===== config.mk =====
export PLATFORM = sky130hd
export DESIGN_NAME = boolean_infix_to_postfix_tree
export DESIGN_NICKNAME = d
export VERILOG_FILES = /design/src/bitp_pkg.sv /design/src/bitp_ctrl.sv /design/src/bitp_dp.sv /design/src/boolean_infix_to_postfix_tree.sv
export SDC_FILE = /design/constraint.sdc
export NUM_CORES = 1
export LEC_CHECK = 0
export BUFFER_PORTS_ARGS = -buffer_cell sky130_fd_sc_hd__buf_4
export CORE_MARGIN = 4
export CORE_UTILIZATION = 60
export DETAILED_ROUTE_END_ITERATION = 10
export PLACE_DENSITY = 0.86
export SYNTH_ARGS = -nofsm -noshare
export SYNTH_HDL_FRONTEND = slang
export SYNTH_HIERARCHICAL = 1
export SYNTH_SLANG_ARGS = --single-unit

===== constraint.sdc =====
create_clock -name i_clk -period 13.95 [get_ports i_clk]
set_clock_uncertainty 0.2 [all_clocks]
set_input_delay 0 -clock i_clk [delete_from_list [all_inputs] [get_ports i_clk]]
set_output_delay 0 -clock i_clk [all_outputs]
set_load 0.01 [all_outputs]

===== src/bitp_pkg.sv =====
// shared types and constants for the boolean infix to postfix tree builder
// no dependencies
package bitp_pkg;
    localparam int STACK_DEPTH_DEF = 16;
    localparam int MAX_VARS_DEF    = 16;
    localparam int MAX_NODES_DEF   = 64;

    localparam logic [6:0] C_NOT   = 7'h21;
    localparam logic [6:0] C_AND   = 7'h2a;
    localparam logic [6:0] C_OR    = 7'h2b;
    localparam logic [6:0] C_IMP   = 7'h3e;
    localparam logic [6:0] C_EQV   = 7'h3d;
    localparam logic [6:0] C_OPEN  = 7'h28;
    localparam logic [6:0] C_CLOSE = 7'h29;

    localparam logic [1:0] K_VAR   = 2'd0;
    localparam logic [1:0] K_NODE  = 2'd1;
    localparam logic [1:0] K_DIGIT = 2'd2;
    localparam logic [1:0] K_NONE  = 2'd3;

    localparam logic [1:0] R_OPND = 2'd0;
    localparam logic [1:0] R_OPR  = 2'd1;
    localparam logic [1:0] R_DONE = 2'd2;

    localparam logic [2:0] E_OK    = 3'd0;
    localparam logic [2:0] E_MISS  = 3'd1;
    localparam logic [2:0] E_OVF   = 3'd2;
    localparam logic [2:0] E_VARS  = 3'd3;
    localparam logic [2:0] E_PAREN = 3'd4;
    localparam logic [2:0] E_NODES = 3'd5;

    // datapath commands
    localparam logic [2:0] CMD_NONE   = 3'd0;
    localparam logic [2:0] CMD_CHAR   = 3'd1; // classify and take simple char
    localparam logic [2:0] CMD_POP    = 3'd2; // pop top operator, make node
    localparam logic [2:0] CMD_PUSH   = 3'd3; // push the held operator
    localparam logic [2:0] CMD_DROPP  = 3'd4; // drop '(' or flag stray ')'
    localparam logic [2:0] CMD_DONE   = 3'd5; // emit done and clear
    localparam logic [2:0] CMD_VSCAN  = 3'd6; // compare one table entry
    localparam logic [2:0] CMD_FLUSHP = 3'd7; // discard '(' at flush and flag

    typedef struct packed {
        logic [2:0] cmd;
    } t_cmd;

    typedef struct packed {
        logic is_ws;
        logic is_opnd;
        logic is_letter;
        logic is_open;
        logic is_close;
        logic is_not;
        logic op_empty;
        logic top_open;
        logic top_pops;  // top has prec >= held char prec
        logic vscan_end;
        logic last;
        logic out_busy;
    } t_stat;

    function automatic logic signed [2:0] prec(input logic [6:0] c);
        case (c)
            C_NOT:        prec = 3'sd3;
            C_AND:        prec = 3'sd2;
            C_OR:         prec = 3'sd1;
            C_IMP, C_EQV: prec = 3'sd0;
            default:      prec = -3'sd1;
        endcase
    endfunction
endpackage


===== src/bitp_ctrl.sv =====
// controller state machine for the shunting-yard parser
// depends on bitp_pkg
module bitp_ctrl (
    input  logic            i_clk,
    input  logic            i_rst_n,
    input  logic            i_valid,
    output logic            o_stall,
    input  bitp_pkg::t_stat i_stat,
    output bitp_pkg::t_cmd  o_cmd
);
    import bitp_pkg::*;

    localparam logic [2:0] S_IDLE  = 3'd0;
    localparam logic [2:0] S_DEC   = 3'd1;
    localparam logic [2:0] S_VSCAN = 3'd2;
    localparam logic [2:0] S_CLOSE = 3'd3;
    localparam logic [2:0] S_OPER  = 3'd4;
    localparam logic [2:0] S_FLUSH = 3'd5;

    logic [2:0] r_state, n_state;

    assign o_stall = (r_state != S_IDLE);

    always_comb begin
        n_state   = r_state;
        o_cmd.cmd = CMD_NONE;
        case (r_state)
            S_IDLE: begin
                if (i_valid) n_state = S_DEC;
            end
            S_DEC: begin
                if (i_stat.is_ws) begin
                    n_state = i_stat.last ? S_FLUSH : S_IDLE;
                end else if (i_stat.is_letter) begin
                    n_state = S_VSCAN;
                end else if (i_stat.is_opnd || i_stat.is_open) begin
                    if (!i_stat.out_busy) begin
                        o_cmd.cmd = CMD_CHAR;
                        n_state = i_stat.last ? S_FLUSH : S_IDLE;
                    end
                end else if (i_stat.is_close) begin
                    n_state = S_CLOSE;
                end else begin
                    n_state = S_OPER;
                end
            end
            S_VSCAN: begin
                if (i_stat.vscan_end) begin
                    if (!i_stat.out_busy) begin
                        o_cmd.cmd = CMD_CHAR;
                        n_state = i_stat.last ? S_FLUSH : S_IDLE;
                    end
                end else begin
                    o_cmd.cmd = CMD_VSCAN;
                end
            end
            S_CLOSE: begin
                if (!i_stat.op_empty && !i_stat.top_open) begin
                    if (!i_stat.out_busy) o_cmd.cmd = CMD_POP;
                end else begin
                    o_cmd.cmd = CMD_DROPP;
                    n_state = i_stat.last ? S_FLUSH : S_IDLE;
                end
            end
            S_OPER: begin
                if (!i_stat.is_not && !i_stat.op_empty && !i_stat.top_open
                        && i_stat.top_pops) begin
                    if (!i_stat.out_busy) o_cmd.cmd = CMD_POP;
                end else begin
                    o_cmd.cmd = CMD_PUSH;
                    n_state = i_stat.last ? S_FLUSH : S_IDLE;
                end
            end
            S_FLUSH: begin
                if (!i_stat.op_empty) begin
                    if (i_stat.top_open) o_cmd.cmd = CMD_FLUSHP;
                    else if (!i_stat.out_busy) o_cmd.cmd = CMD_POP;
                end else if (!i_stat.out_busy) begin
                    o_cmd.cmd = CMD_DONE;
                    n_state = S_IDLE;
                end
            end
            default: n_state = S_IDLE;
        endcase
    end

    always_ff @(posedge i_clk) begin
        if (!i_rst_n) r_state <= S_IDLE;
        else r_state <= n_state;
    end
endmodule


===== src/bitp_dp.sv =====
// datapath: stacks, variable table, counters and output register
// depends on bitp_pkg
module bitp_dp #(
    parameter int STACK_DEPTH = bitp_pkg::STACK_DEPTH_DEF,
    parameter int MAX_VARS    = bitp_pkg::MAX_VARS_DEF,
    parameter int MAX_NODES   = bitp_pkg::MAX_NODES_DEF
) (
    input  logic            i_clk,
    input  logic            i_rst_n,
    input  logic            i_take,
    input  logic [6:0]      i_ch,
    input  logic            i_last,
    input  bitp_pkg::t_cmd  i_cmd,
    output bitp_pkg::t_stat o_stat,
    output logic            o_valid,
    input  logic            i_stall,
    output logic [1:0]      o_result_kind,
    output logic [6:0]      o_symbol,
    output logic [3:0]      o_var_index,
    output logic [1:0]      o_left_kind,
    output logic [5:0]      o_left_index,
    output logic [1:0]      o_right_kind,
    output logic [5:0]      o_right_index,
    output logic [5:0]      o_node_index,
    output logic [2:0]      o_status,
    output logic            o_end_of_run
);
    import bitp_pkg::*;

    localparam int SW = $clog2(STACK_DEPTH);
    localparam int SC = $clog2(STACK_DEPTH + 1);
    localparam int VW = (MAX_VARS > 1) ? $clog2(MAX_VARS) : 1;
    localparam int VC = $clog2(MAX_VARS + 1);
    localparam int NC = $clog2(MAX_NODES + 1);

    logic [6:0]    op_mem  [STACK_DEPTH];
    logic [7:0]    ref_mem [STACK_DEPTH];
    logic [6:0]    var_mem [MAX_VARS];

    logic [SC-1:0] r_op_cnt, r_ref_cnt;
    logic [VC-1:0] r_var_cnt, r_scan;
    logic [VW-1:0] r_hit_idx;
    logic          r_hit;
    logic [NC-1:0] r_node_cnt;
    logic [2:0]    r_err;
    logic [6:0]    r_ch;
    logic          r_last;

    logic [6:0]  top_op;
    logic [7:0]  ref_t, ref_u;
    logic        is_letter, is_digit;

    always_comb begin
        top_op = '0;
        ref_t  = '0;
        ref_u  = '0;
        if (r_op_cnt != '0) top_op = op_mem[SW'(r_op_cnt - 1'b1)];
        if (r_ref_cnt != '0) ref_t = ref_mem[SW'(r_ref_cnt - 1'b1)];
        if (r_ref_cnt > SC'(1)) ref_u = ref_mem[SW'(r_ref_cnt - SC'(2))];
    end

    assign is_letter = (r_ch >= 7'h41 && r_ch <= 7'h5a) || (r_ch >= 7'h61 && r_ch <= 7'h7a);
    assign is_digit  = (r_ch >= 7'h30 && r_ch <= 7'h39);

    always_comb begin
        o_stat.is_ws     = (r_ch == 7'h20) || (r_ch >= 7'd9 && r_ch <= 7'd13);
        o_stat.is_opnd   = is_digit;
        o_stat.is_letter = is_letter;
        o_stat.is_open   = (r_ch == C_OPEN);
        o_stat.is_close  = (r_ch == C_CLOSE);
        o_stat.is_not    = (r_ch == C_NOT);
        o_stat.op_empty  = (r_op_cnt == '0);
        o_stat.top_open  = (top_op == C_OPEN);
        o_stat.top_pops  = (prec(top_op) >= prec(r_ch));
        o_stat.vscan_end = r_hit || (r_scan >= r_var_cnt);
        o_stat.last      = r_last;
        o_stat.out_busy  = o_valid && i_stall;
    end

    // first error wins, several flags in one cycle taken in order
    logic [2:0]    e;
    logic [SC-1:0] n_op_cnt, n_ref_cnt;
    logic [VC-1:0] n_var_cnt;
    logic [NC-1:0] n_node_cnt;
    logic          emit;
    logic [1:0]    e_kind, e_lk, e_rk;
    logic [6:0]    e_sym;
    logic [3:0]    e_var;
    logic [5:0]    e_li, e_ri, e_node;
    logic          ref_we, op_we, var_we;
    logic [SW-1:0] ref_wa;
    logic [7:0]    ref_wd;
    logic [VW-1:0] vidx;
    logic [SC-1:0] rc;
    logic [5:0]    nidx;

    function automatic logic [2:0] fl(input logic [2:0] cur, input logic [2:0] code);
        fl = (cur == E_OK) ? code : cur;
    endfunction

    always_comb begin
        e = r_err;
        n_op_cnt = r_op_cnt;
        n_ref_cnt = r_ref_cnt;
        n_var_cnt = r_var_cnt;
        n_node_cnt = r_node_cnt;
        emit = 1'b0;
        e_kind = R_OPND; e_sym = r_ch; e_var = '0;
        e_lk = K_NONE; e_li = '0; e_rk = K_NONE; e_ri = '0; e_node = '0;
        ref_we = 1'b0; ref_wa = '0; ref_wd = '0;
        op_we = 1'b0; var_we = 1'b0;
        vidx = '0; rc = r_ref_cnt; nidx = '0;
        case (i_cmd.cmd)
            CMD_CHAR: begin
                if (r_ch == C_OPEN) begin
                    if (r_op_cnt < SC'(STACK_DEPTH)) begin
                        op_we = 1'b1;
                        n_op_cnt = r_op_cnt + 1'b1;
                    end else e = fl(e, E_OVF);
                end else begin
                    if (is_letter) begin
                        if (r_hit) vidx = r_hit_idx;
                        else if (r_var_cnt < VC'(MAX_VARS)) begin
                            vidx = VW'(r_var_cnt);
                            var_we = 1'b1;
                            n_var_cnt = r_var_cnt + 1'b1;
                        end else e = fl(e, E_VARS);
                        ref_wd = {K_VAR, 6'(vidx)};
                        e_var = 4'(vidx);
                    end else begin
                        ref_wd = {K_DIGIT, 6'(r_ch - 7'h30)};
                    end
                    if (r_ref_cnt < SC'(STACK_DEPTH)) begin
                        ref_we = 1'b1;
                        ref_wa = SW'(r_ref_cnt);
                        n_ref_cnt = r_ref_cnt + 1'b1;
                    end else e = fl(e, E_OVF);
                    emit = 1'b1;
                end
            end
            CMD_POP: begin
                n_op_cnt = r_op_cnt - 1'b1;
                e_kind = R_OPR;
                e_sym = top_op;
                if (top_op == C_NOT) begin
                    if (rc == '0) e = fl(e, E_MISS);
                    else begin
                        e_lk = ref_t[7:6]; e_li = ref_t[5:0]; rc = rc - 1'b1;
                    end
                end else begin
                    if (rc == '0) e = fl(e, E_MISS);
                    else begin
                        e_rk = ref_t[7:6]; e_ri = ref_t[5:0]; rc = rc - 1'b1;
                    end
                    if (rc == '0) e = fl(e, E_MISS);
                    else begin
                        e_lk = ref_u[7:6]; e_li = ref_u[5:0]; rc = rc - 1'b1;
                    end
                end
                if (r_node_cnt < NC'(MAX_NODES)) begin
                    nidx = 6'(r_node_cnt);
                    n_node_cnt = r_node_cnt + 1'b1;
                end else begin
                    e = fl(e, E_NODES);
                    nidx = 6'(MAX_NODES - 1);
                end
                e_node = nidx;
                if (rc < SC'(STACK_DEPTH)) begin
                    ref_we = 1'b1;
                    ref_wa = SW'(rc);
                    ref_wd = {K_NODE, nidx};
                    n_ref_cnt = rc + 1'b1;
                end else begin
                    e = fl(e, E_OVF);
                    n_ref_cnt = rc;
                end
                emit = 1'b1;
            end
            CMD_PUSH: begin
                if (r_op_cnt < SC'(STACK_DEPTH)) begin
                    op_we = 1'b1;
                    n_op_cnt = r_op_cnt + 1'b1;
                end else e = fl(e, E_OVF);
            end
            CMD_DROPP: begin
                // a matching '(' goes quietly, a stray ')' flags
                if (r_op_cnt != '0) n_op_cnt = r_op_cnt - 1'b1;
                else e = fl(e, E_PAREN);
            end
            CMD_FLUSHP: begin
                n_op_cnt = r_op_cnt - 1'b1;
                e = fl(e, E_PAREN);
            end
            CMD_DONE: begin
                if (r_ref_cnt == '0) e = fl(e, E_MISS);
                emit = 1'b1;
                e_kind = R_DONE;
                e_sym = '0;
            end
            default: ;
        endcase
    end

    logic [2:0] e_fin;
    assign e_fin = e;

    always_ff @(posedge i_clk) begin
        if (op_we) op_mem[SW'(r_op_cnt)] <= r_ch;
        if (ref_we) ref_mem[ref_wa] <= ref_wd;
        if (var_we) var_mem[VW'(r_var_cnt)] <= r_ch;
        if (i_take) begin
            r_ch   <= i_ch;
            r_last <= i_last;
        end
    end

    always_ff @(posedge i_clk) begin
        if (!i_rst_n) begin
            r_op_cnt <= '0; r_ref_cnt <= '0; r_var_cnt <= '0;
            r_node_cnt <= '0; r_err <= E_OK;
            r_scan <= '0; r_hit <= 1'b0; r_hit_idx <= '0;
            o_valid <= 1'b0;
        end else begin
            if (emit) o_valid <= 1'b1;
            else if (!i_stall) o_valid <= 1'b0;
            if (i_take) begin
                r_scan <= '0;
                r_hit  <= 1'b0;
            end else if (i_cmd.cmd == CMD_VSCAN) begin
                if (var_mem[VW'(r_scan)] == r_ch) begin
                    r_hit <= 1'b1;
                    r_hit_idx <= VW'(r_scan);
                end else r_scan <= r_scan + 1'b1;
            end
            if (i_cmd.cmd == CMD_DONE) begin
                r_op_cnt <= '0; r_ref_cnt <= '0; r_var_cnt <= '0;
                r_node_cnt <= '0; r_err <= E_OK;
            end else begin
                r_op_cnt <= n_op_cnt; r_ref_cnt <= n_ref_cnt;
                r_var_cnt <= n_var_cnt; r_node_cnt <= n_node_cnt;
                r_err <= e_fin;
            end
            if (emit) begin
                o_result_kind <= e_kind;
                o_symbol      <= e_sym;
                o_var_index   <= e_var;
                o_left_kind   <= e_lk;
                o_left_index  <= e_li;
                o_right_kind  <= e_rk;
                o_right_index <= e_ri;
                o_node_index  <= e_node;
                o_status      <= e_fin;
                o_end_of_run  <= (e_kind == R_DONE);
            end
        end
    end
endmodule


===== src/boolean_infix_to_postfix_tree.sv =====
// boolean infix to postfix tree builder, top level
// a digit result is registered into the output after its word is decoded; a letter
// result after its word is decoded and the variable table is scanned one entry at a time;
// a held output delays either. o_stall is high while a word is being handled, so a new
// word is taken only when the last one is finished. An operator or ')' first pops
// operators off the stack; the last word then flushes the stack and emits the done word
// reset: synchronous active low, clears all counters and the output valid
// depends on bitp_pkg, bitp_ctrl, bitp_dp
module boolean_infix_to_postfix_tree #(
    parameter int STACK_DEPTH = bitp_pkg::STACK_DEPTH_DEF,
    parameter int MAX_VARS    = bitp_pkg::MAX_VARS_DEF,
    parameter int MAX_NODES   = bitp_pkg::MAX_NODES_DEF
) (
    input  logic       i_clk,
    input  logic       i_rst_n,
    input  logic       i_valid,
    output logic       o_stall,
    input  logic [6:0] i_ch,
    input  logic       i_last,
    output logic       o_valid,
    input  logic       i_stall,
    output logic [1:0] o_result_kind,
    output logic [6:0] o_symbol,
    output logic [3:0] o_var_index,
    output logic [1:0] o_left_kind,
    output logic [5:0] o_left_index,
    output logic [1:0] o_right_kind,
    output logic [5:0] o_right_index,
    output logic [5:0] o_node_index,
    output logic [2:0] o_status,
    output logic       o_end_of_run
);
    import bitp_pkg::*;

    t_cmd  cmd;
    t_stat stat;

    bitp_ctrl u_ctrl (
        .i_clk(i_clk), .i_rst_n(i_rst_n), .i_valid(i_valid), .o_stall(o_stall),
        .i_stat(stat), .o_cmd(cmd)
    );

    bitp_dp #(.STACK_DEPTH(STACK_DEPTH), .MAX_VARS(MAX_VARS), .MAX_NODES(MAX_NODES)) u_dp (
        .i_clk(i_clk), .i_rst_n(i_rst_n),
        .i_take(i_valid && !o_stall), .i_ch(i_ch), .i_last(i_last),
        .i_cmd(cmd), .o_stat(stat),
        .o_valid(o_valid), .i_stall(i_stall),
        .o_result_kind(o_result_kind), .o_symbol(o_symbol), .o_var_index(o_var_index),
        .o_left_kind(o_left_kind), .o_left_index(o_left_index),
        .o_right_kind(o_right_kind), .o_right_index(o_right_index),
        .o_node_index(o_node_index), .o_status(o_status), .o_end_of_run(o_end_of_run)
    );
endmodule

==> flow_summary_export.csv, run 1 <==
group,metric,value,unit
logic_synthesis,synth_top_cell_by_area,"edfxtp_1",
detailed_routing,wirelength,50.7,mm
placement,place_congestion,0.906,
die,die_x,193,um
timing,post-route-period-util,72.8,%
layout,layout-drive-gt1-share,20.9,%
setup_path,crit_family,"simple AND/OR/NAND/NOR gates",
setup_path,startpoint_type,"flip-flop",
setup_path,critical_path.max_stage_delay,0.95,ns
detailed_routing,final_antenna_net_count,0,
setup_path,rrSetupSlack,3.80,ns
clocking,clk_latency,0.59,ns
timing,setup_viol,0,
placement,io_buffers,52,
timing,drv_slew,0,
logic_synthesis,ys_warn_count,6,
setup_path,r2r_cells,27,
timing,worst_pin_slew,1.24,ns
die,die_y,193,um
die,row_count,67,
timing,slew_headroom,16.7,%
grt,grt_pass1_vias,12900,
logic_synthesis,syn_area,0.0206,sq mm
detailed_routing,drt-initial-drc-count,2171,
setup_path,crit_type,"reg2reg",
die,core,0.0337,sq mm
setup_path,crit_path_top_delay_cell,"nor3_1",
clocking,clockBufferDepth,3,
clocking,cts_resized,0,
detailed_routing,met3_length,4.73,mm
power_and_ir_drop,vdd_ir_drop_max,0.201,mV
logic_synthesis,synthTopCellsByArea,"edfxtp_1 58%, mux4_2 13%, dfxtp_1 4.2%, nor2_1 2.3%, mux2i_1 2.1%",
grt,grt_pass1_wl,77.8,mm
power_and_ir_drop,power_density,211,mW/mm^2
logic_synthesis,synth_cell_types,88,
setup_path,arrival,10.12,ns
setup_path,crit_path_start,"u_dp/r_op_cnt[0]",
grt,antenna_found_initial,1,
grt,grt_start_max_net_pins,66,
hold_path,holdPathEnd,"u_dp/o_valid",
power_and_ir_drop,power.share.combinational,41.4,%
logic_synthesis,synth.most_common_cell,"edfxtp_1",
logic_synthesis,synth_edf_count,399,
detailed_routing,wl_met1,17.9,mm
clocking,cts_root_buf,"clkbuf_16",
power_and_ir_drop,p_clk_share,25.6,%
power_and_ir_drop,power.switching,1.78,mW
logic_synthesis,syn_nets,1407,
layout,fin_nets,1469,
placement,placed_cells,1806,
clocking,htree_levels,2,
setup_path,end_kind,"flip-flop",
layout,post-route-util,68.6,%
detailed_routing,dr.pass1.iters,6,
layout,syn2layout_area_growth,12.4,%
clocking,cts_tree,"built",
layout,fill_cells,2074,
setup_path,r2r_end,"u_dp/ref_mem[0][0]",
timing,grt_setup_unrepaired,"no",
die,initial_core_util,61.1,%
setup_path,r2r_start,"u_dp/r_op_cnt[0]",
hold_path,min_delay_path_depth,3,
logic_synthesis,synth-seq-cells,442,
logic_synthesis,synth_top_area_share,58.2,%
die,design.die.area,0.0373,sq mm
grt,overflow,0,
die,io_pins,53,
logic_synthesis,seq_area_frac_synth,62.4,%
placement,post-dp-hpwl,31.2,mm
detailed_routing,route.met2.wl,25.3,mm
clocking,cts_buffers,44,
logic_synthesis,avgSynthCellArea,15.1,sq um
detailed_routing,wl_per_cell,26.6,um
power_and_ir_drop,p_int,3.11,mW
logic_synthesis,syn_inst,1362,
timing,setup_tns,0,ns
layout,insertedDiodeCount,0,
timing,fmax,0.0985,GHz
grt,track_usage,27.6,%
hold_path,hold_path.class,"in2reg",
clocking,clock-sinks,442,
logic_synthesis,async_reset_ff_share,0,%
power_and_ir_drop,seqPwrFrac,33.0,%
setup_path,timing.critical_path.required,13.92,ns
logic_synthesis,synth_commonest_cells,"399 x edfxtp_1, 127 x nor2_1, 123 x mux4_2",
logic_synthesis,ys.flop_type,"edfxtp_1",
status,outcome,"complete, no violations",
clocking,post_cts_buffers,0,
job,drv_cap,0,
setup_path,critical_path_buf_inv_count,4,
detailed_routing,via_per_inst,6.90,
timing,hold_violations,0,
hold_path,min-delay-start,"i_rst_n",
power_and_ir_drop,power_leakage,7.37,nW
timing,fin_crit,10.15,ns
power_and_ir_drop,p_sw_share,36.5,%
detailed_routing,post-route-drc-count,0,
detailed_routing,highest-signal-layer,"met5",
clocking,clk_pin_slew,0.06,ns
layout,layout.cells.non_filler,1906,
detailed_routing,vias,13100,
setup_path,cp_max_fo,31,
==> placed cells by master (no fill, tap or decap), drive strengths merged, types with 8 or more instances in the layout <==
master,Yosys,layout
xor2,15,15
nor2,127,127
dlygate4sd3,0,20
edfxtp,399,399
nor2b,13,13
a21oi,43,43
xnor2,17,17
dfxtp,43,43
o21ai,41,41
and2,8,8
clkinv,0,15
clkbuf,50,50
mux4,128,128
nand3,21,21
nand2b,13,13
mux2i,44,44
buf,32,78
or3,8,8
a31oi,9,9
inv,36,37
bufinv,0,8
nor3,31,31
nand2,96,96
nor4,10,10
ha,33,33
==> layer usage <==
| layer | global-route usage (%) | vias to the layer above |
|---|---|---|
| li1 | - | 5484 |
| met1 | 35.9 | 6495 |
| met2 | 46.2 | 952 |
| met3 | 4.97 | 215 |
| met4 | 12.0 | 2 |
| met5 | 0 | - |
==> area by class of cell <==
type                       instances  area, sq um  area share (%)
inverter                          36          135           0.584
sequential                       442        12800            55.5
clock inverter                    30          410            1.77
clock buffer                      50         1130            4.90
multi-input combinational        802         7260            31.4
timing repair buffer              98          786            3.40
tap                              448          561            2.42
==> worst reg2reg max path, stage by stage, from the launching register on <==
cell      delay, ns
dfxtp_1        0.31
buf_4          0.38
inv_2          0.22
ha_1           0.93
buf_4          0.47
mux2i_1        0.35
nand3b_1       0.17
a211oi_1       0.13
nor4_2         0.70
nor2_1         0.16
o211ai_1       0.31
o21ai_0        0.14
and2_1         0.18
ha_1           0.26
o21ai_0        0.09
a31oi_1        0.15
nor4b_1        0.57
a21oi_1        0.15
nor2_1         0.13
o22ai_1        0.25
nand2b_1       0.26
or2_2          0.55
inv_1          0.56
a22oi_1        0.75
nand2_1        0.15
a21oi_1        0.15
o21ai_1        0.16
nor3_1         0.95
==> stage by stage <==
stage                     power [mW]  setup slack [ns]  instance area [sq um]  hold WS, ns
after floorplan                 3.06              6.70                  20600       -0.101
after global placement          3.49              4.80                  21400      -0.0210
after detailed placement        3.56              4.28                  21400      -0.0207
after CTS                       4.84              4.05                  23100        0.148
after global routing            5.10              3.07                  23100        0.198
final                           4.89              3.80                  23100        0.177
==> sequential cells by signal, summed over array words and instances (netlist names), 2 cells and up, named ones only <==
register / flops
u_dp/r_scan: 5
u_dp/r_ref_cnt: 5
u_dp/o_left_index: 6
u_dp/o_symbol: 7
u_dp/o_node_index: 6
u_dp/o_right_kind: 2
u_dp/o_var_index: 4
u_dp/op_mem: 112
u_dp/r_ch: 7
u_dp/ref_mem: 128
u_dp/r_node_cnt: 7
u_dp/r_var_cnt: 5
u_ctrl/r_state: 3
u_dp/r_op_cnt: 5
u_dp/o_right_index: 6
u_dp/o_status: 3
u_dp/var_mem: 112
u_dp/r_err: 3
u_dp/r_hit_idx: 4
u_dp/o_left_kind: 2
u_dp/o_result_kind: 2
==> power by group through the flow <==
stage | combinational (mW) | clock (mW) | sequential [mW]
after floorplan | 1.43 | 0 | 1.63
after global placement | 1.86 | 0 | 1.63
after detailed placement | 1.92 | 0 | 1.64
after CTS | 1.97 | 1.26 | 1.61
after global routing | 2.15 | 1.33 | 1.62
final | 2.02 | 1.25 | 1.62
==> timing repair <==
action                     in CTS  in global routing
hold buffers                   20                  0
setup endpoints to repair       0                  0
hold endpoints to repair       41                  0
==> worst max-delay path by stage <==
stage                              end  slack, ns  depth (start not counted)
finish              u_dp/ref_mem[0][0]       3.80                         27
detailed placement  u_dp/ref_mem[0][0]       4.28                         27
CTS                 u_dp/ref_mem[0][0]       4.05                         27
global placement    u_dp/ref_mem[0][4]       4.80                         27
global route        u_dp/ref_mem[0][0]       3.07                         27
floorplan           u_dp/ref_mem[2][0]       6.70                         28
==> logic make-up (layout without fill, tap and decap cells) <==
group	count (synthesis)	count (layout)	synth area share (%)
compound gates	188	188	6.36
xor+xnor	32	32	1.45
fa+ha+maj	33	33	2.01
buf+inv	118	214	2.43
flops	442	442	62.4
mux	178	178	16.6
simple gates	371	371	8.77
Power figures use the tool's default switching activity.
==> run 2: changes to the inputs <==
==> constraint.sdc (replaced) <==
create_clock -name i_clk -period 10.05 [get_ports i_clk]
set_clock_uncertainty 0.2 [all_clocks]
set_input_delay 0 -clock i_clk [delete_from_list [all_inputs] [get_ports i_clk]]
set_output_delay 0 -clock i_clk [all_outputs]
set_load 0.01 [all_outputs]
==> run 2 against run 1 <==
  * Total power increased by 37%
  * Highest routed layer is now met4
  * Design area about the same
  * Die area unchanged
  * Critical endpoint is now u_dp/ref_mem[0][2]
  * Routed wire length decreased by 2.3%
  * Clock-buffer cell count increased by 12
  * Hold slack improved by 0.019 ns
  * Non-clock buffer count increased by 1
==> flow_summary_export.csv, run 2 (same netlist as run 1, synthesis figures left out) <==
group,metric,value,unit
layout,postLayoutCellArea,0.0231,sq mm
layout,top_regs,"u_dp/ref_mem (128), u_dp/op_mem (112), u_dp/var_mem (112)",
power_and_ir_drop,power_density,291,mW/mm^2
setup_path,crit_path_top_delay_cell,"xor2_4",
power_and_ir_drop,p_sw_share,36.3,%
detailed_routing,wl_per_cell,25.9,um
timing,post-route-period-util,93.2,%
layout,layout-drive-gt1-share,21.0,%
job,drv_cap,0,
layout,fill_cells,2143,
layout,multi_input_area,0.00727,sq mm
die,initial_core_util,61.1,%
setup_path,r2r_end,"u_dp/ref_mem[0][2]",
setup_path,cp_max_fo,28,
layout,fin_nets,1471,
power_and_ir_drop,power_leakage,7.39,nW
detailed_routing,drt-initial-drc-count,1763,
setup_path,critical_path_buf_inv_count,3,
setup_path,crit_family,"simple AND/OR/NAND/NOR gates",
power_and_ir_drop,power.switching,2.44,mW
clocking,cts_root_buf,"clkbuf_16",
timing,hold_violations,0,
detailed_routing,wirelength,49.5,mm
timing,setup_viol,0,
die,core,0.0337,sq mm
detailed_routing,post-route-drc-count,0,
timing,setup_tns,0,ns
placement,io_buffers,52,
placement,placed_cell_area,0.0214,sq mm
timing,holdWs,0.196,ns
setup_path,r2r_cells,26,
die,row_count,67,
layout,layout_commonest_cell,"edfxtp_1",
clocking,clk_latency,0.56,ns
clocking,htree_levels,2,
power_and_ir_drop,seqPwrFrac,33.8,%
setup_path,cp.depth,26,
setup_path,r2r_start,"u_dp/r_op_cnt[1]",
layout,post-route-util,68.6,%
timing,fin_crit,9.36,ns
timing,slew_headroom,12.0,%
detailed_routing,dr.pass1.iters,6,
clocking,cts_buffers,45,
placement,post-dp-hpwl,31.9,mm
detailed_routing,final_antenna_net_count,0,
setup_path,crit_path_start,"u_dp/r_op_cnt[1]",
setup_path,arrival,9.44,ns
detailed_routing,via_per_inst,6.79,
timing,grt_setup_unrepaired,"no",
clocking,clockBufferDepth,3,
placement,place_congestion,0.933,
detailed_routing,vias,13000,
grt,track_usage,26.9,%
timing,fmax,0.107,GHz
power_and_ir_drop,power.share.combinational,41.2,%
grt,overflow,0,
layout,layout.cells.non_filler,1911,
setup_path,critical_path.max_stage_delay,0.82,ns
grt,grt_pass1_wl,75.9,mm
setup_path,endpoint,"u_dp/ref_mem[0][2]",
timing,worst_pin_slew,1.31,ns
grt,grt_start_max_net_pins,47,
power_and_ir_drop,vdd_ir_drop_max,0.292,mV
power_and_ir_drop,p_int,4.28,mW
layout,insertedDiodeCount,0,
die,design.die.area,0.0373,sq mm
clocking,cts_tree,"built",
die,die_x,193,um
setup_path,crit_type,"reg2reg",
hold_path,hold_path.class,"in2reg",
clocking,clk_pin_slew,0.06,ns
die,io_pins,53,
status,outcome,"complete, no violations",
placement,placed_cells,1807,
layout,largest_reg_flops,128,
layout,regArea,0.0128,sq mm
layout,top_register,"u_dp/ref_mem",
die,die_y,193,um
setup_path,end_kind,"flip-flop",
setup_path,rrSetupSlack,0.69,ns
power_and_ir_drop,p_clk_share,25.0,%
setup_path,timing.critical_path.required,10.13,ns
layout,syn2layout_area_growth,12.3,%
layout,final_cell_mix,"399 x edfxtp_1, 127 x nor2_1, 123 x mux4_2, 96 x nand2_1, 79 x buf_4",
timing,drv_slew,0,
grt,grt_pass1_vias,12800,
grt,antenna_found_initial,0,
clocking,post_cts_buffers,0,
setup_path,startpoint_type,"flip-flop",
clocking,clock-sinks,442,
==> run 2: cell count changes in the layout (fill, tap and decap cells not counted), sizes merged <==
cell,delta
clkbuf,+12
buf,+2
bufinv,-4
dlygate4sd3,-1
clkinvlp,-6
clkinv,-1
inv,+3
==> run 2: worst reg2reg max path, cell delays in order (launching register included) <==
cell      delay (ns)
dfxtp_1         0.48
inv_1           0.14
ha_1            0.30
xor2_4          0.83
mux4_2          0.43
nor4bb_1        0.17
nor4_2          0.78
nor2_1          0.13
o211ai_1        0.30
o21ai_0         0.15
and2_1          0.19
ha_1            0.27
o21ai_0         0.08
a31oi_1         0.15
nor4b_1         0.60
a21oi_1         0.16
nor2_1          0.13
o22ai_1         0.25
nand2b_1        0.25
or2_2           0.53
inv_1           0.53
a22oi_1         0.65
nand2_1         0.11
a21oi_1         0.14
o21ai_1         0.16
nor3_1          0.72
buf_4           0.28
==> run 2: repair_timing <==
action,in CTS,in global routing
endpoints found under the hold margin,41,0
setup endpoints to repair,0,4
hold buffers,19,0
gates resized for setup,0,1
==> run 2: layer usage <==
metal  vias to the layer above  global-route usage [%]  wire (um)
met5                         -                       0          0
met4                         0                    10.6       2170
met3                       158                    4.41       4580
met2                       876                    45.2      24700
met1                      6436                    35.7      18000
li1                       5507                       -          -
==> run 2: final cells by class <==
class	count	area share, %
multi-input combinational	802	31.4
timing repair buffer	99	3.41
clock inverter	22	1.05
tap	448	2.42
clock buffer	62	5.52
inverter	36	0.585
sequential	442	55.6
==> run 2: stage by stage <==
stage | power (mW) | setup WS, ns
floorplan | 4.25 | 2.80
global placement | 4.87 | 1.48
detailed placement | 4.95 | 0.981
CTS | 6.68 | 0.818
global route | 7.02 | 0.120
finish | 6.72 | 0.686
==> run 2: power by group through the flow <==
stage | sequential, mW | clock, mW | combinational (mW)
final | 2.27 | 1.68 | 2.77
after global routing | 2.28 | 1.79 | 2.94
after CTS | 2.27 | 1.70 | 2.71
after detailed placement | 2.30 | 0 | 2.64
after global placement | 2.30 | 0 | 2.57
after floorplan | 2.26 | 0 | 1.99
==> run 2: how the worst min path moves through the flow <==
stage / from / slack, ns / to / cells past startpoint
floorplan: i_ch[0] / -0.10 / u_dp/r_ch[0] / 0
global placement: i_ch[1] / -0.02 / u_dp/r_ch[1] / 1
detailed placement: i_ch[1] / -0.02 / u_dp/r_ch[1] / 1
CTS: i_rst_n / 0.15 / u_dp/o_valid / 3
global route: i_rst_n / 0.20 / u_ctrl/r_state[2] / 4
finish: i_rst_n / 0.20 / u_dp/o_valid / 3
==> run 3: changes to the inputs <==
--- a/config.mk
+++ b/config.mk
@@ -5,6 +5,7 @@
 export SDC_FILE = /design/constraint.sdc
 export NUM_CORES = 1
 export LEC_CHECK = 0
+export ABC_AREA = 1
 export BUFFER_PORTS_ARGS = -buffer_cell sky130_fd_sc_hd__buf_4
 export CORE_MARGIN = 4
 export CORE_UTILIZATION = 60
==> run 3 against run 2 <==
  * Synthesized cell count increased by 54%
  * Combinational power decreased by 3%
  * Critical path depth increased by 8
==> flow_summary_export.csv, run 3 <==
group,metric,value,unit
detailed_routing,vias,16600,
detailed_routing,via_per_inst,6.33,
die,core,0.0345,sq mm
logic_synthesis,synth_commonest_cells,"399 x edfxtp_1, 387 x nand2_1, 226 x nor2_1",
grt,grt_pass1_wl,87.6,mm
logic_synthesis,synth_xor_xnor_area_share,0.835,%
detailed_routing,post-route-drc-count,0,
power_and_ir_drop,power_leakage,8.45,nW
setup_path,timing.critical_path.required,10.03,ns
detailed_routing,wl_per_cell,21.7,um
logic_synthesis,synth-seq-cells,442,
placement,post-dp-hpwl,35.8,mm
power_and_ir_drop,p_clk_share,24.1,%
layout,final_cell_mix,"399 x edfxtp_1, 387 x nand2_1, 225 x nor2_1, 180 x nand3_1, 162 x o21ai_0",
logic_synthesis,ys_warn_count,6,
die,initial_core_util,60.7,%
layout,top_register,"u_dp/ref_mem",
hold_path,hold_path.class,"in2reg",
layout,fill_cells,2557,
clocking,clk_latency,0.56,ns
grt,track_usage,28.9,%
timing,worst_pin_slew,1.20,ns
logic_synthesis,syn_area,0.0210,sq mm
clocking,cts_buffers,44,
timing,drv_slew,0,
logic_synthesis,synth_top_cell_by_area,"edfxtp_1",
setup_path,critical_path.max_stage_delay,1.21,ns
status,outcome,"complete, no violations",
layout,layout_commonest_cell,"edfxtp_1",
power_and_ir_drop,p_sw_share,40.9,%
power_and_ir_drop,p_total,6.66,mW
clocking,clk_pin_slew,0.06,ns
layout,top_regs,"u_dp/ref_mem (128), u_dp/op_mem (112), u_dp/var_mem (112)",
power_and_ir_drop,seqPwrFrac,35.6,%
power_and_ir_drop,p_int,3.93,mW
logic_synthesis,synth_compound_area_share,12.9,%
timing,slew_headroom,19.2,%
logic_synthesis,seq_area_frac_synth,61.2,%
layout,postLayoutCellArea,0.0233,sq mm
layout,layout-drive-gt1-share,9.51,%
die,die_y,195,um
setup_path,cp_max_fo,63,
grt,grt_pass1_vias,15900,
clocking,post_cts_buffers,0,
placement,io_buffers,52,
setup_path,startpoint_type,"flip-flop",
logic_synthesis,ys.flop_type,"edfxtp_1",
detailed_routing,wirelength,56.9,mm
timing,worst_slack,0.954,ns
logic_synthesis,syn_nets,2143,
power_and_ir_drop,vdd_ir_drop_max,0.213,mV
setup_path,crit_path_top_delay_cell,"ha_1",
clocking,clockBufferDepth,3,
timing,post-route-period-util,90.5,%
logic_synthesis,synthTopCellsByArea,"edfxtp_1 57%, nand2_1 6.9%, nand3_1 4.3%, dfxtp_1 4.1%, nor2_1 4.0%",
placement,dp_slack,1.19,ns
layout,syn2layout_area_growth,10.9,%
clocking,cts_root_buf,"clkbuf_16",
power_and_ir_drop,power.switching,2.73,mW
power_and_ir_drop,power_density,286,mW/mm^2
placement,place_congestion,0.943,
setup_path,end_kind,"flip-flop",
setup_path,crit_type,"reg2reg",
detailed_routing,dr.pass1.iters,7,
logic_synthesis,synthMuxAreaShare,0,%
layout,largest_reg_flops,128,
logic_synthesis,avgSynthCellArea,10.0,sq um
logic_synthesis,syn_inst,2098,
die,row_count,68,
logic_synthesis,synthAdderAreaFrac,1.97,%
timing,fin_crit,9.10,ns
placement,placed_cell_area,0.0217,sq mm
detailed_routing,drt-initial-drc-count,2480,
layout,regArea,0.0128,sq mm
clocking,clock-sinks,442,
logic_synthesis,synth_cell_types,55,
timing,fmax,0.110,GHz
timing,setup_viol,0,
timing,hold_violations,0,
die,io_pins,53,
grt,overflow,0,
logic_synthesis,yosys.area_share.simple,17.8,%
layout,multi_input_area,0.00705,sq mm
logic_synthesis,synth_edf_count,399,
clocking,cts_tree,"built",
clocking,htree_levels,2,
logic_synthesis,synth_top_family_by_area,"simple AND/OR/NAND/NOR gates",
grt,antenna_found_initial,1,
job,drv_cap,0,
logic_synthesis,synth.most_common_cell,"edfxtp_1",
power_and_ir_drop,power.share.combinational,40.3,%
die,design.die.area,0.0380,sq mm
timing,setup_tns,0,ns
layout,fin_nets,2177,
grt,grt_start_max_net_pins,99,
logic_synthesis,synth_top_area_share,57.1,%
die,die_x,195,um
logic_synthesis,async_reset_ff_share,0,%
setup_path,arrival,9.07,ns
detailed_routing,final_antenna_net_count,0,
timing,grt_setup_unrepaired,"no",
[run 3: changes by cell type in the layout (fill, tap and decap cells not counted), sizes merged, moves of 13 or more]
cell,previous run,this run
nor2b,13,0
xnor2,17,4
nand2b,13,0
nor2,127,237
mux2i,44,0
inv,40,162
mux4,128,0
o21ai,41,167
a21oi,43,162
nand3,21,183
o211ai,5,37
nand2,96,406
[run 3: final cells by class]
class / count / share of cell area (%)
timing repair buffer: 96 / 3.31
clock buffer: 59 / 5.19
sequential: 442 / 55.2
antenna: 1 / 0.0108
inverter: 162 / 2.63
multi-input combinational: 1386 / 30.3
tap: 455 / 2.45
clock inverter: 21 / 0.834
[run 3: stage by stage]
step | std cells | hold slack, ns | utilization [%]
2_1_floorplan | 2098 | -0.101 | -
3_3_place_gp | 2521 | -0.0220 | 62.7
3_5_place_dp | 2521 | -0.0207 | 62.7
4_1_cts | 2621 | 0.119 | 67.3
5_1_grt | 2621 | 0.165 | 67.3
6_report | 2622 | 0.135 | 67.3
[run 3: timing repair]
action                    CTS  global route
gates resized for setup     0             0
hold endpoints to repair   39             0
hold buffers               20             0
[run 3: layer usage]
layer | up-vias | GRT usage, % | routed length [um]
li1 | 7445 | - | -
met1 | 7814 | 39.6 | 21500
met2 | 1133 | 45.9 | 26400
met3 | 206 | 6.07 | 6440
met4 | 0 | 11.4 | 2510
met5 | - | 0 | 0
[run 3: final timing paths]
path / to / slack [ns] / start / depth (start not counted)
worst max register to register: u_dp/ref_mem[15][0] / 0.95 / u_dp/r_op_cnt[0] / 34
worst max-delay path: u_dp/ref_mem[15][0] / 0.95 / u_dp/r_op_cnt[0] / 34
worst min register to register: u_dp/r_hit_idx[1] / 0.27 / u_dp/r_hit_idx[1] / 2
worst min-delay path: u_ctrl/r_state[1] / 0.13 / i_rst_n / 4
[run 3: cells by family (layout without fill, tap and decap cells)]
group,count (synthesis),in the layout
other cells,0,1
compound gates,462,462
flops,442,442
simple gates,871,871
buf+inv,270,338
fa+ha+maj,33,33
xor+xnor,20,20
[run 3: worst max-delay path, delay by kind of cell, from the launching register on]
kind	cells	cell delay, ns
fa+ha+maj	2	1.46
compound gates	5	0.77
buf+inv	9	2.57
simple gates	18	3.36
flops	1	0.31
[run 3: power groups by stage]
stage	Combinational, mW	Clock (mW)	Sequential (mW)
after floorplan	1.81	0	2.38
after global placement	2.49	0	2.40
after detailed placement	2.57	0	2.40
after CTS	2.60	1.61	2.37
after global routing	2.91	1.69	2.38
final	2.69	1.60	2.37
